===== src/rtl/zcj_pkg.sv =====
`default_nettype none
package zcj_pkg;

  localparam int RAW_W          = 14;
  localparam int SMP_W          = 15;
  localparam int AVG_W          = 15;
  localparam int QMAG_W         = 14;
  localparam int THR_W          = 15;
  localparam int CNT_W          = 16;
  localparam int CFG_IDX_W      = 1;
  localparam int CFG_DATA_W     = 15;
  localparam int WINDOW_LEN_DEF = 8;
  localparam int NEAR_BAND      = 50;

  localparam logic [CNT_W-1:0] COUNT_MAX = {CNT_W{1'b1}};

  typedef enum logic [CFG_IDX_W-1:0] {
    REG_BASELINE  = 1'b0,
    REG_THRESHOLD = 1'b1
  } cfg_reg_t;

  typedef struct packed {
    logic valid;
    logic clear;
  } zcj_ctl_t;

  typedef struct packed {
    logic              valid;
    logic              clear;
    logic              neg;
    logic [QMAG_W-1:0] mag;
  } zcj_quot_t;

endpackage
`default_nettype wire


===== src/rtl/zcj_if.sv =====
`default_nettype none
interface zcj_in_if import zcj_pkg::*; ();
  logic                    valid;
  logic                    ready;
  logic                    opcode;
  logic signed [RAW_W-1:0] raw_sample;

  modport source (output valid, opcode, raw_sample, input ready);
  modport sink   (input valid, opcode, raw_sample, output ready);
endinterface

interface zcj_out_if import zcj_pkg::*; ();
  logic                    valid;
  logic                    ready;
  logic signed [AVG_W-1:0] smoothed_value;
  logic                    rising_cross;
  logic                    falling_cross;
  logic                    near_zero;
  logic [CNT_W-1:0]        jump_total;

  modport source (output valid, smoothed_value, rising_cross, falling_cross, near_zero,
                  jump_total, input ready);
  modport sink   (input valid, smoothed_value, rising_cross, falling_cross, near_zero,
                  jump_total, output ready);
endinterface
`default_nettype wire


===== src/rtl/zero_crossing_jump_counter_unit.sv =====
// Throughput: one word per cycle while out_ch.ready stays high; four register stages
// (input, window sum, reciprocal multiply, crossing logic and output), each stalling
// only when full and the next stage cannot take its word.
// Reset: synchronous, active-low rst_n clears the configuration, the window,
// the running sum, the average history, the extremum and the jump count.
`default_nettype none
module zero_crossing_jump_counter_unit import zcj_pkg::*; #(
  parameter int WINDOW_LEN = WINDOW_LEN_DEF
) (
  input  wire logic                  clk,
  input  wire logic                  rst_n,
  input  wire logic                  cfg_we,
  input  wire logic [CFG_IDX_W-1:0]  cfg_index,
  input  wire logic [CFG_DATA_W-1:0] cfg_data,
  zcj_in_if.sink                     in_ch,
  zcj_out_if.source                  out_ch
);

  localparam int SUM_W = SMP_W + $clog2(WINDOW_LEN);

  logic signed [RAW_W-1:0] baseline_r;
  logic [THR_W-1:0]        threshold_r;
  zcj_ctl_t                ctl2;
  logic signed [SUM_W-1:0] sum2;
  zcj_quot_t               quot3;
  logic                    s3_rdy;
  logic                    s4_rdy;

  always_ff @(posedge clk) begin
    if (!rst_n) begin
      baseline_r  <= '0;
      threshold_r <= '0;
    end else if (cfg_we) begin
      case (cfg_reg_t'(cfg_index))
        REG_BASELINE:  baseline_r  <= $signed(cfg_data[RAW_W-1:0]);
        REG_THRESHOLD: threshold_r <= cfg_data[THR_W-1:0];
        default: ;
      endcase
    end
  end

  zcj_window #(
    .WINDOW_LEN (WINDOW_LEN),
    .SUM_W      (SUM_W)
  ) u_window (
    .clk      (clk),
    .rst_n    (rst_n),
    .in_ch    (in_ch),
    .baseline (baseline_r),
    .s3_rdy   (s3_rdy),
    .ctl_o    (ctl2),
    .sum_o    (sum2)
  );

  zcj_divider #(
    .WINDOW_LEN (WINDOW_LEN),
    .SUM_W      (SUM_W)
  ) u_divider (
    .clk    (clk),
    .rst_n  (rst_n),
    .ctl_i  (ctl2),
    .sum_i  (sum2),
    .s4_rdy (s4_rdy),
    .s3_rdy (s3_rdy),
    .quot_o (quot3)
  );

  zcj_detect u_detect (
    .clk       (clk),
    .rst_n     (rst_n),
    .quot_i    (quot3),
    .threshold (threshold_r),
    .s4_rdy    (s4_rdy),
    .out_ch    (out_ch)
  );

endmodule
`default_nettype wire


===== src/rtl/zcj_window.sv =====
`default_nettype none
module zcj_window import zcj_pkg::*; #(
  parameter int WINDOW_LEN = WINDOW_LEN_DEF,
  parameter int SUM_W      = SMP_W + $clog2(WINDOW_LEN)
) (
  input  wire logic                    clk,
  input  wire logic                    rst_n,
  zcj_in_if.sink                       in_ch,
  input  wire logic signed [RAW_W-1:0] baseline,
  input  wire logic                    s3_rdy,
  output      zcj_ctl_t                ctl_o,
  output      logic signed [SUM_W-1:0] sum_o
);

  logic                    v1_r;
  logic                    op1_r;
  logic signed [RAW_W-1:0] raw1_r;
  logic                    v2_r;
  logic                    clr2_r;
  logic signed [SMP_W-1:0] win_r [WINDOW_LEN];
  logic signed [SUM_W-1:0] sum_r;
  logic signed [SUM_W-1:0] sum_nxt;
  logic signed [SMP_W-1:0] centered;
  logic                    rdy2;
  logic                    adv1;
  logic                    rdy1;

  assign rdy2     = !v2_r || s3_rdy;
  assign adv1     = v1_r && rdy2;
  assign rdy1     = !v1_r || rdy2;
  assign in_ch.ready = rdy1;

  assign centered = $signed({raw1_r[RAW_W-1], raw1_r}) - $signed({baseline[RAW_W-1], baseline});
  assign sum_nxt  = sum_r - SUM_W'(win_r[0]) + SUM_W'(centered);

  always_ff @(posedge clk) begin
    if (!rst_n) begin
      v1_r   <= 1'b0;
      v2_r   <= 1'b0;
      clr2_r <= 1'b0;
      sum_r  <= '0;
      for (int i = 0; i < WINDOW_LEN; i++) begin
        win_r[i] <= '0;
      end
    end else begin
      if (in_ch.valid && rdy1) begin
        v1_r <= 1'b1;
      end else if (adv1) begin
        v1_r <= 1'b0;
      end
      if (adv1) begin
        v2_r   <= 1'b1;
        clr2_r <= op1_r;
        if (op1_r) begin
          sum_r <= '0;
          for (int i = 0; i < WINDOW_LEN; i++) begin
            win_r[i] <= '0;
          end
        end else begin
          sum_r <= sum_nxt;
          for (int i = 0; i < WINDOW_LEN - 1; i++) begin
            win_r[i] <= win_r[i+1];
          end
          win_r[WINDOW_LEN-1] <= centered;
        end
      end else if (s3_rdy) begin
        v2_r <= 1'b0;
      end
    end
  end

  always_ff @(posedge clk) begin
    if (in_ch.valid && rdy1) begin
      op1_r  <= in_ch.opcode;
      raw1_r <= in_ch.raw_sample;
    end
  end

  assign ctl_o.valid = v2_r;
  assign ctl_o.clear = clr2_r;
  assign sum_o       = sum_r;

endmodule
`default_nettype wire


===== src/rtl/zcj_divider.sv =====
`default_nettype none
module zcj_divider import zcj_pkg::*; #(
  parameter int WINDOW_LEN = WINDOW_LEN_DEF,
  parameter int SUM_W      = SMP_W + $clog2(WINDOW_LEN)
) (
  input  wire logic                    clk,
  input  wire logic                    rst_n,
  input  wire zcj_ctl_t                ctl_i,
  input  wire logic signed [SUM_W-1:0] sum_i,
  input  wire logic                    s4_rdy,
  output      logic                    s3_rdy,
  output      zcj_quot_t               quot_o
);

  // |sum| < 2^MAG_W; multiply by ceil(2^SH / N) gives the exact floor quotient
  localparam int     MAG_W  = SUM_W - 1;
  localparam int     SH     = MAG_W + $clog2(WINDOW_LEN);
  localparam int     PROD_W = MAG_W + SH + 1;
  localparam longint RECIP_L = ((64'sd1 <<< SH) + WINDOW_LEN - 1) / WINDOW_LEN;
  localparam logic [SH:0] RECIP = (SH+1)'(RECIP_L);

  logic [MAG_W-1:0]  mag;
  logic [PROD_W-1:0] prod;
  logic              adv2;
  logic              v3_r;
  logic              clr3_r;
  logic              neg3_r;
  logic [QMAG_W-1:0] q3_r;

  assign mag    = sum_i[SUM_W-1] ? MAG_W'(-sum_i) : MAG_W'(sum_i);
  assign prod   = PROD_W'(mag) * PROD_W'(RECIP);
  assign s3_rdy = !v3_r || s4_rdy;
  assign adv2   = ctl_i.valid && s3_rdy;

  always_ff @(posedge clk) begin
    if (!rst_n) begin
      v3_r <= 1'b0;
    end else if (adv2) begin
      v3_r <= 1'b1;
    end else if (s4_rdy) begin
      v3_r <= 1'b0;
    end
  end

  always_ff @(posedge clk) begin
    if (adv2) begin
      clr3_r <= ctl_i.clear;
      neg3_r <= sum_i[SUM_W-1];
      q3_r   <= prod[SH +: QMAG_W];
    end
  end

  assign quot_o.valid = v3_r;
  assign quot_o.clear = clr3_r;
  assign quot_o.neg   = neg3_r;
  assign quot_o.mag   = q3_r;

endmodule
`default_nettype wire


===== src/rtl/zcj_detect.sv =====
`default_nettype none
module zcj_detect import zcj_pkg::*; (
  input  wire logic             clk,
  input  wire logic             rst_n,
  input  wire zcj_quot_t        quot_i,
  input  wire logic [THR_W-1:0] threshold,
  output      logic             s4_rdy,
  zcj_out_if.source             out_ch
);

  localparam logic signed [AVG_W-1:0] NEAR_HI = AVG_W'(NEAR_BAND);
  localparam logic signed [AVG_W-1:0] NEAR_LO = -NEAR_HI;

  logic                    ovalid_r;
  logic signed [AVG_W-1:0] avg_out_r;
  logic                    rise_r;
  logic                    fall_r;
  logic                    near_r;
  logic signed [AVG_W-1:0] prev_r;
  logic signed [AVG_W-1:0] ext_r;
  logic [CNT_W-1:0]        cnt_r;

  logic signed [AVG_W-1:0] avg;
  logic                    rise;
  logic                    fall;
  logic                    near;
  logic signed [AVG_W:0]   diff;
  logic [AVG_W:0]          swing;
  logic                    jump;
  logic signed [AVG_W-1:0] ext_mid;
  logic signed [AVG_W-1:0] ext_nxt;
  logic                    adv3;

  assign s4_rdy = !ovalid_r || out_ch.ready;
  assign adv3   = quot_i.valid && s4_rdy;

  assign avg   = quot_i.neg ? -$signed({1'b0, quot_i.mag}) : $signed({1'b0, quot_i.mag});
  assign rise  = (prev_r <= 0) && (avg > 0);
  assign fall  = !rise && (prev_r >= 0) && (avg < 0);
  assign near  = !rise && !fall && (avg > NEAR_LO) && (avg < NEAR_HI);
  assign diff  = $signed({ext_r[AVG_W-1], ext_r}) - $signed({avg[AVG_W-1], avg});
  assign swing = diff[AVG_W] ? (AVG_W+1)'(-diff) : (AVG_W+1)'(diff);
  assign jump  = rise && (swing > {1'b0, threshold}) && (cnt_r != COUNT_MAX);

  always_comb begin
    ext_mid = (rise || fall) ? avg : ext_r;
    ext_nxt = ext_mid;
    if (avg > ext_mid && avg > 0) begin
      ext_nxt = avg;
    end else if (avg < ext_mid && avg < 0) begin
      ext_nxt = avg;
    end
  end

  always_ff @(posedge clk) begin
    if (!rst_n) begin
      ovalid_r <= 1'b0;
      prev_r   <= '0;
      ext_r    <= '0;
      cnt_r    <= '0;
    end else begin
      if (adv3) begin
        ovalid_r <= 1'b1;
        if (quot_i.clear) begin
          ext_r <= '0;
          cnt_r <= '0;
        end else begin
          prev_r <= avg;
          ext_r  <= ext_nxt;
          if (jump) begin
            cnt_r <= cnt_r + 1'b1;
          end
        end
      end else if (out_ch.ready) begin
        ovalid_r <= 1'b0;
      end
    end
  end

  always_ff @(posedge clk) begin
    if (adv3) begin
      if (quot_i.clear) begin
        avg_out_r <= '0;
        rise_r    <= 1'b0;
        fall_r    <= 1'b0;
        near_r    <= 1'b0;
      end else begin
        avg_out_r <= avg;
        rise_r    <= rise;
        fall_r    <= fall;
        near_r    <= near;
      end
    end
  end

  assign out_ch.valid          = ovalid_r;
  assign out_ch.smoothed_value = avg_out_r;
  assign out_ch.rising_cross   = rise_r;
  assign out_ch.falling_cross  = fall_r;
  assign out_ch.near_zero      = near_r;
  assign out_ch.jump_total     = cnt_r;

endmodule
`default_nettype wire


===== src/flat_wrapper.sv =====
// flat-port wrapper written by rule: the top's interface ports become plain ports
module zero_crossing_jump_counter_unit_flat import zcj_pkg::*;
#(
  parameter int WINDOW_LEN = WINDOW_LEN_DEF
)
  (clk, rst_n, cfg_we, cfg_index, cfg_data, in_ch_valid, in_ch_opcode, in_ch_raw_sample, in_ch_ready, out_ch_valid, out_ch_smoothed_value, out_ch_rising_cross, out_ch_falling_cross, out_ch_near_zero, out_ch_jump_total, out_ch_ready);
  zcj_in_if in_ch_i ();
  zcj_out_if out_ch_i ();
  input  wire logic clk;
  input  wire logic rst_n;
  input  wire logic cfg_we;
  input  wire logic [CFG_IDX_W-1:0] cfg_index;
  input  wire logic [CFG_DATA_W-1:0] cfg_data;
  input wire logic [$bits(in_ch_i.valid)-1:0] in_ch_valid;
  input wire logic [$bits(in_ch_i.opcode)-1:0] in_ch_opcode;
  input wire logic [$bits(in_ch_i.raw_sample)-1:0] in_ch_raw_sample;
  output wire logic [$bits(in_ch_i.ready)-1:0] in_ch_ready;
  output wire logic [$bits(out_ch_i.valid)-1:0] out_ch_valid;
  output wire logic [$bits(out_ch_i.smoothed_value)-1:0] out_ch_smoothed_value;
  output wire logic [$bits(out_ch_i.rising_cross)-1:0] out_ch_rising_cross;
  output wire logic [$bits(out_ch_i.falling_cross)-1:0] out_ch_falling_cross;
  output wire logic [$bits(out_ch_i.near_zero)-1:0] out_ch_near_zero;
  output wire logic [$bits(out_ch_i.jump_total)-1:0] out_ch_jump_total;
  input wire logic [$bits(out_ch_i.ready)-1:0] out_ch_ready;
  assign in_ch_i.valid = in_ch_valid;
  assign in_ch_i.opcode = in_ch_opcode;
  assign in_ch_i.raw_sample = in_ch_raw_sample;
  assign in_ch_ready = in_ch_i.ready;
  assign out_ch_valid = out_ch_i.valid;
  assign out_ch_smoothed_value = out_ch_i.smoothed_value;
  assign out_ch_rising_cross = out_ch_i.rising_cross;
  assign out_ch_falling_cross = out_ch_i.falling_cross;
  assign out_ch_near_zero = out_ch_i.near_zero;
  assign out_ch_jump_total = out_ch_i.jump_total;
  assign out_ch_i.ready = out_ch_ready;
  zero_crossing_jump_counter_unit #(.WINDOW_LEN(WINDOW_LEN)) u_core (.clk(clk), .rst_n(rst_n), .cfg_we(cfg_we), .cfg_index(cfg_index), .cfg_data(cfg_data), .in_ch(in_ch_i), .out_ch(out_ch_i));
endmodule

===== config.mk =====
export PLATFORM = sky130hd
export DESIGN_NAME = zero_crossing_jump_counter_unit_flat
export DESIGN_NICKNAME = d
export VERILOG_FILES = /design/src/rtl/zcj_pkg.sv /design/src/rtl/zcj_if.sv /design/src/rtl/zero_crossing_jump_counter_unit.sv /design/src/rtl/zcj_window.sv /design/src/rtl/zcj_divider.sv /design/src/rtl/zcj_detect.sv /design/src/flat_wrapper.sv
export SDC_FILE = /design/constraint.sdc
export NUM_CORES = 1
export LEC_CHECK = 0
export BUFFER_PORTS_ARGS = -buffer_cell sky130_fd_sc_hd__clkbuf_2
export CORE_MARGIN = 2
export CORE_UTILIZATION = 27
export DETAILED_ROUTE_END_ITERATION = 10
export PLACE_DENSITY = 0.47
export SLEW_MARGIN = 20
export SYNTH_ARGS = -nofsm -noshare
export SYNTH_HDL_FRONTEND = slang
export SYNTH_HIERARCHICAL = 1
export SYNTH_SLANG_ARGS = --single-unit

===== constraint.sdc =====
create_clock -name clk -period 5.3 [get_ports clk]
set_clock_uncertainty 0.05 [all_clocks]
set_input_delay 0.265 -clock clk [delete_from_list [all_inputs] [get_ports clk]]
set_output_delay 0.265 -clock clk [all_outputs]
set_load 0.02 [all_outputs]

Word-level counts from Yosys, hierarchy flattened
Memories as Yosys holds them, arrays and structs flattened.
Index checks and enable logic that the tools add are counted.
Word-level totals
  register bits after elaboration: 147
  bits in writable memories: 120
  input port bits: 36
  output and inout bits: 36
  word-level logic and storage cells: 134
  memories kept: 1
Memories
  u_core.u_window.win_r: words 8, bits a word 15, rd ports 8, clocked after Yosys merged registers in 0, write ports 8, line zcj_window.sv:20  | logic signed [SMP_W-1:0] win_r [WINDOW_LEN];
Cells by class
  add/subtract/negate cells: 8
  magnitude comparators: 9
  equality and inequality tests: 1
  muxes and demuxes: 43
  bitwise gates (word level): 18
  reductions and logical operators: 34
Operator list (number)
  $mux W15: 21
  $mux W16: 3
  $add A18 B15 Y18: 1
  $mux W18: 1
  $sub A18 B15 Y18: 1
  $mux W1: 17
  $mux W17: 1
  $neg A17 Y17: 1
  $add A16 B1 Y16 const B: 1
  $gt A16 B15 Y1: 1
  $ne A16 B16 Y1 const B: 1
  $neg A16 Y16: 1
  $or A1 B1 Y1: 16
  $sub A15 B15 Y16: 1
  $ge A15 B1 Y1 const B: 1
  $gt A15 B1 Y1 const B: 1
  $gt A15 B15 Y1: 1
  $gt A15 B7 Y1 const B: 1
  $le A15 B1 Y1 const B: 1
  $lt A15 B1 Y1 const B: 1
  $lt A15 B15 Y1: 1
  $lt A15 B7 Y1 const B: 1
  $neg A14 Y15: 1
  $sub A14 B14 Y15: 1
  other kinds (6): 36

Depth between registers and ports, before layout
  depth after elaboration: 14
  depth in mapped cells: 28
  gate-level depth less buffers: 26

Cells and area by module
Netlist, hierarchy kept.
By module, submodules not included
  zcj_window: times used 1, cells an instance 623, area an instance 7464.7 um^2, sequential area each 4324.1 um^2
  zcj_detect: times used 1, cells an instance 662, area an instance 5421.4 um^2, sequential area each 1481.4 um^2
  zero_crossing_jump_counter_unit: times used 1, cells an instance 113, area an instance 1136.1 um^2, sequential area each 580.6 um^2
  zcj_divider: times used 1, cells an instance 66, area an instance 869.6 um^2, sequential area each 500.5 um^2

Worst setup path after synthesis
OpenSTA, ideal clock, no wires.
  kind: register -> register
  from: register u_core.u_divider.q3_r[0]
  to: register u_core.u_detect.cnt_r[9], in the netlist u_core/u_detect/out_ch.jump_total[9]
  library setup time: 0.059 ns
  arrival: 5.741 ns
  data required time: 5.191 ns
  setup slack: -0.550 ns
  cell stages (with the launch flop): 25
  path buffers: 2
  clock period less this slack: 5.850 ns
  path through: edfxtp_1 inv_1 ha_1 buf_4 nor2_1 xnor2_1 ha_1 o21a_1 a211oi_1 o21ai_0 xnor2_1 or4_1 nor3b_1 nand2_1 o41ai_1 xnor2_1 ha_1 nand3_1 nor2_1 or4b_1 nand2_1 nor2_2 buf_6 or4_1 nand2_1
Between the ends
  longest elaborated chain between the ends: 10
  elaborated cells on any way between the ends: 12
  those cells by class: add/sub (3); order compare (2); mux (2); reduce/logical (5)
RTL lines
  from (decl): line zcj_divider.sv:28  | logic [QMAG_W-1:0] q3_r;
  from (signal assigned): line zcj_divider.sv:49  | q3_r <= prod[SH +: QMAG_W];
  $neg A14 Y15: line zcj_detect.sv:37  | assign avg = quot_i.neg ? -$signed({1'b0, quot_i.mag}) : $signed({1'b0, quot_i.mag});
  $mux W15 (*): line zcj_detect.sv:37
  $sub A15 B15 Y16: line zcj_detect.sv:41  | assign diff = $signed({ext_r[AVG_W-1], ext_r}) - $signed({avg[AVG_W-1], avg});
  $neg A16 Y16: line zcj_detect.sv:42  | assign swing = diff[AVG_W] ? (AVG_W+1)'(-diff) : (AVG_W+1)'(diff);
  $mux W16: line zcj_detect.sv:42
  $gt A16 B15 Y1: line zcj_detect.sv:43  | assign jump = rise && (swing > {1'b0, threshold}) && (cnt_r != COUNT_MAX);
  $logic_and A1 B1 Y1 (*) (2 in a row): line zcj_detect.sv:43
  $reduce_bool A2 Y1 (no line) (*)
  $reduce_and A2 Y1 (no line) (*)
  to (signal assigned): line zcj_detect.sv:71  | cnt_r <= cnt_r + 1'b1;
  to (decl): line zcj_detect.sv:21  | logic [CNT_W-1:0] cnt_r;
Every way passes the cells marked *; elsewhere a longest branch is shown, timed or not.
A chain may end at the register's enable or synchronous reset.

Final worst setup path
  from: register u_core.u_divider.q3_r[0]
  to: register u_core.u_detect.cnt_r[13], in the netlist u_core/u_detect/out_ch.jump_total[13]
Between the ends
  longest elaborated chain between the ends: 10
  elaborated cells on any way between the ends: 12
  those cells by class: add/sub (3); order compare (2); mux (2); reduce/logical (5)
RTL lines
  $neg A14 Y15 (*): line zcj_detect.sv:37
  $mux W15 (*): line zcj_detect.sv:37
  via u_core.u_detect.avg[1]: line zcj_detect.sv:23  | logic signed [AVG_W-1:0] avg;
  $sub A15 B15 Y16: line zcj_detect.sv:41
  $neg A16 Y16: line zcj_detect.sv:42
  $mux W16: line zcj_detect.sv:42
  $gt A16 B15 Y1: line zcj_detect.sv:43
  $logic_and A1 B1 Y1 (*) (2 in a row): line zcj_detect.sv:43
  $reduce_bool A2 Y1 (no line) (*)
  $reduce_and A2 Y1 (no line) (*)
Mark *: on every way through the listed nets, which the timed path passes. The rest lies on a longest branch.

==> metrics.md <==
| Metric | Value |
|---|---|
| I/O pins | 72 |
| Horiz. Die Dim | 239 µm |
| Clock sink count | 267 |
| Seq/Total Area, Yosys | 0.462 |
| Slew @ Worst Pin | 1.02 ns |
| Routed Antenna Nets | 0 |
| Cells after DPL | 2271 |
| Cell Area, Synth | 0.0149 mm² |
| Fmax | 186 MHz |
| Antenna violations before repair | 0 |
| Setup crit start kind | register |
| Worst path required time | 5.71 ns |
| Synthesized Nets | 1591 |
| Period utilization | 1.01 |
| Failing checks | negative setup slack |
| Worst slack, placed | -0.186 ns |
| Final hold violations | 0 |
| Layout Area Growth over Synthesis | 24.3% |
| Largest net degree at the start of global routing | 98 |
| Pins Over Slew Limit | 0 |
| Final instance area | 0.0185 mm² |
| DP HPWL | 26800 µm |
| Cts bufs inserted | 34 |
| DR WL/cell | 15.6 µm |
| Dpl cell area | 0.0166 mm² |
| GR Overflow Total | 0 |
| H-tree levels | 2 |
| Distinct cells, synth | 98 |
| Leak pwr | 7.43 nW |
| Flop2flop setup slack | -0.08 ns |
| Worst-Skew Late Latency | 0.56 ns |
| Number of global-route vias before repair | 10696 |
| Maxcap violations | 0 |
| Final nets | 1776 |
| Post-Layout Cell Count | 2379 |
| Die H | 239 µm |
| Maximum vdd ir drop | 228 µV |
| Filler cell count | 5531 |
| Number of I/O port buffers | 71 |
| Final setup viols | 3 |
| Critical path class | reg2reg |
| Total GRT Usage | 0.131 |
| First-pass GRT wire length | 59000 µm |
| Routability-driven placement congestion ratio | 0.845 |
| Asr flop ratio synth | 0 |
| DRT iter0 DRCs | 662 |
| Clock transition at path regs | 0.06 ns |
| Post-synth EDFFs | 154 |
| # diodes | 0 |
| Syn Area/Cell | 10.2 µm² |
| Pwr/cell area | 353 mW/mm² |
| DRT Wirelength | 37200 µm |
| Setup WS post-layout | -0.0775 ns |
| Syn Inst Count | 1464 |
| Synth Warn # | 6 |
| Slew HR | 0.320 |
| Initial Util | 0.272 |
| Placeable Area | 0.0548 mm² |
| Die area | 0.0570 mm² |
| RSZ-0062 raised after global routing | yes |
| CTS tree | yes |
| Sum Neg Setup Slack | -0.171 ns |
| Layout cells sized above 1 | 0.205 |
| Hold crit path type | in2reg |
| DR vias | 10940 |
| WP data arrival | 5.79 ns |
| Row count | 86 |
| Fin crit period | 5.38 ns |
| DRT Pass-1 Iters | 5 |
| CP max FO | 5 |
| Worst setup EP type | register |
| Predominant post-synthesis flop cell | edfxtp_1 |
| Drt drc | 0 |
| CTS root buffer | clkbuf_16 |
| Max Root-Sink Buffers | 3 |
| #FFs+latches synth | 267 |
| Vias per cell | 4.60 |
| Outcome | finished, violations left |
path summary, 6_finish.rpt:
| kind | start | to | cells past startpoint |
|---|---|---|---|
| worst max-delay path | u_core/u_divider/q3_r[0] | u_core/u_detect/out_ch.jump_total[13] | 26 |
| worst min-delay path | cfg_data[12] | u_core/threshold_r[12] | 3 |
| worst max register to register | u_core/u_divider/q3_r[0] | u_core/u_detect/out_ch.jump_total[13] | 26 |
| worst min register to register | u_core/u_window/clr2_r | u_core/u_divider/clr3_r | 0 |
cell type report:
type                            instances  area (µm²)  area share
Multi-Input combinational cell       1007        7540       0.407
Sequential cell                       267        6890       0.372
Timing Repair Buffer                  216        1570      0.0850
Tap cell                              704         881      0.0476
Clock buffer                           37         866      0.0468
Inverter                              123         464      0.0251
Clock inverter                         25         297      0.0160
layer usage:
layer	global-route usage	up-vias	part of all wire
li1	-	5518	-
met1	0.184	5217	0.50
met2	0.208	162	0.45
met3	0.0197	43	0.036
met4	0.0358	0	0.017
met5	0	-	0
stage by stage:
stage | total power [mW] | hold WS, ns | utilization
6_report | 6.53 | 0.0233 | 0.338
5_1_grt | 6.91 | 0.0254 | 0.338
4_1_cts | 6.59 | 0.00709 | 0.333
3_5_place_dp | 4.11 | 0.382 | 0.304
3_3_place_gp | 4.09 | 0.381 | 0.304
2_1_floorplan | 3.68 | 0.314 | -
power breakdown:
part	total, mW	internal [mW]	leakage (nW)	switching (mW)
Combinational	1.75	0.783	4.35	0.972
Clock	2.39	1.44	0.576	0.947
Sequential	2.39	2.31	2.50	0.0735
Total	6.53	4.54	7.43	1.99
registers in the layout, summed over array words and instances, names as in the netlist, 14 cells and up:
signal,cells
u_core/u_window/sum_o,18
u_core/threshold_r,15
u_core/u_detect/out_ch.smoothed_value,15
u_core/u_window/win_r,120
u_core/u_divider/q3_r,14
u_core/u_detect/prev_r,15
u_core/baseline_r,14
u_core/u_window/raw1_r,14
u_core/u_detect/out_ch.jump_total,16
u_core/u_detect/ext_r,15
synth_stat cells (all sizes together), types with 20 or more instances:
cell type  count  area (µm²)
edfxtp       154        4620
nand2        148         563
inv          123         464
dfxtp        113        2260
and2         100         628
nor2          78         298
ha            72         901
a21oi         69         349
o21ai         66         345
xnor2         55         482
clkbuf        36         135
nor2b         33         206
buf           32         236
mux2i         32         320
xor2          30         278
o22ai         27         169
nor3b         20         155
placed cells by master, fill, tap and decap left out, drive strengths merged, types with 16 or more instances in the layout:
cell,synthesis,routed
nand2,148,148
edfxtp,154,154
nor2b,33,33
nor2,78,79
o22ai,27,27
clkbuf,36,107
dlygate4sd3,0,31
o21a,16,16
ha,72,72
a21oi,69,69
inv,123,123
dfxtp,113,113
nor3,18,18
clkinv,0,19
mux2i,32,32
o21ai,66,66
buf,32,115
nor3b,20,20
nand3,18,18
xor2,30,30
fa,19,19
xnor2,55,55
and2,100,100
cells by family (layout without fill, tap and decap cells):
group	Yosys count	after routing	share of synthesized area
AOI/OAI and AO/OA	297	297	0.137
xor gates and xnor gates	87	87	0.0540
adders and majority gates	95	95	0.0889
buffers and inverters	191	401	0.0561
DFF	267	267	0.462
muxes	33	33	0.0225
and+or+nand+nor	494	495	0.179
worst max-delay path, cell delays in order (launching register included):
cell	delay, ns
edfxtp_1	0.40
inv_2	0.10
ha_4	0.20
mux2i_4	0.20
inv_2	0.07
fa_2	0.35
inv_2	0.06
a21oi_2	0.08
maj3_2	0.33
maj3_2	0.33
o21ai_4	0.25
a21oi_2	0.09
xor2_1	0.24
nand3_1	0.15
buf_4	0.16
nand2_1	0.07
xor2_1	0.18
ha_1	0.27
nand4_1	0.12
nor2_1	0.07
nand4_1	0.10
nor2_1	0.05
or4b_4	0.60
nand2_4	0.12
nor2_4	0.06
or4_4	0.48
a21oi_2	0.13
timing repair:
action | CTS | global route
setup endpoints to repair | 16 | 30
gates cloned | 0 | 1
pin swaps | 22 | 9
buffers inserted | 4 | 10
gates resized for setup | 23 | 34
hold buffers | 31 | 0
endpoints found under the hold margin | 42 | 0
No activity file was read; power rests on OpenSTA's default activity.
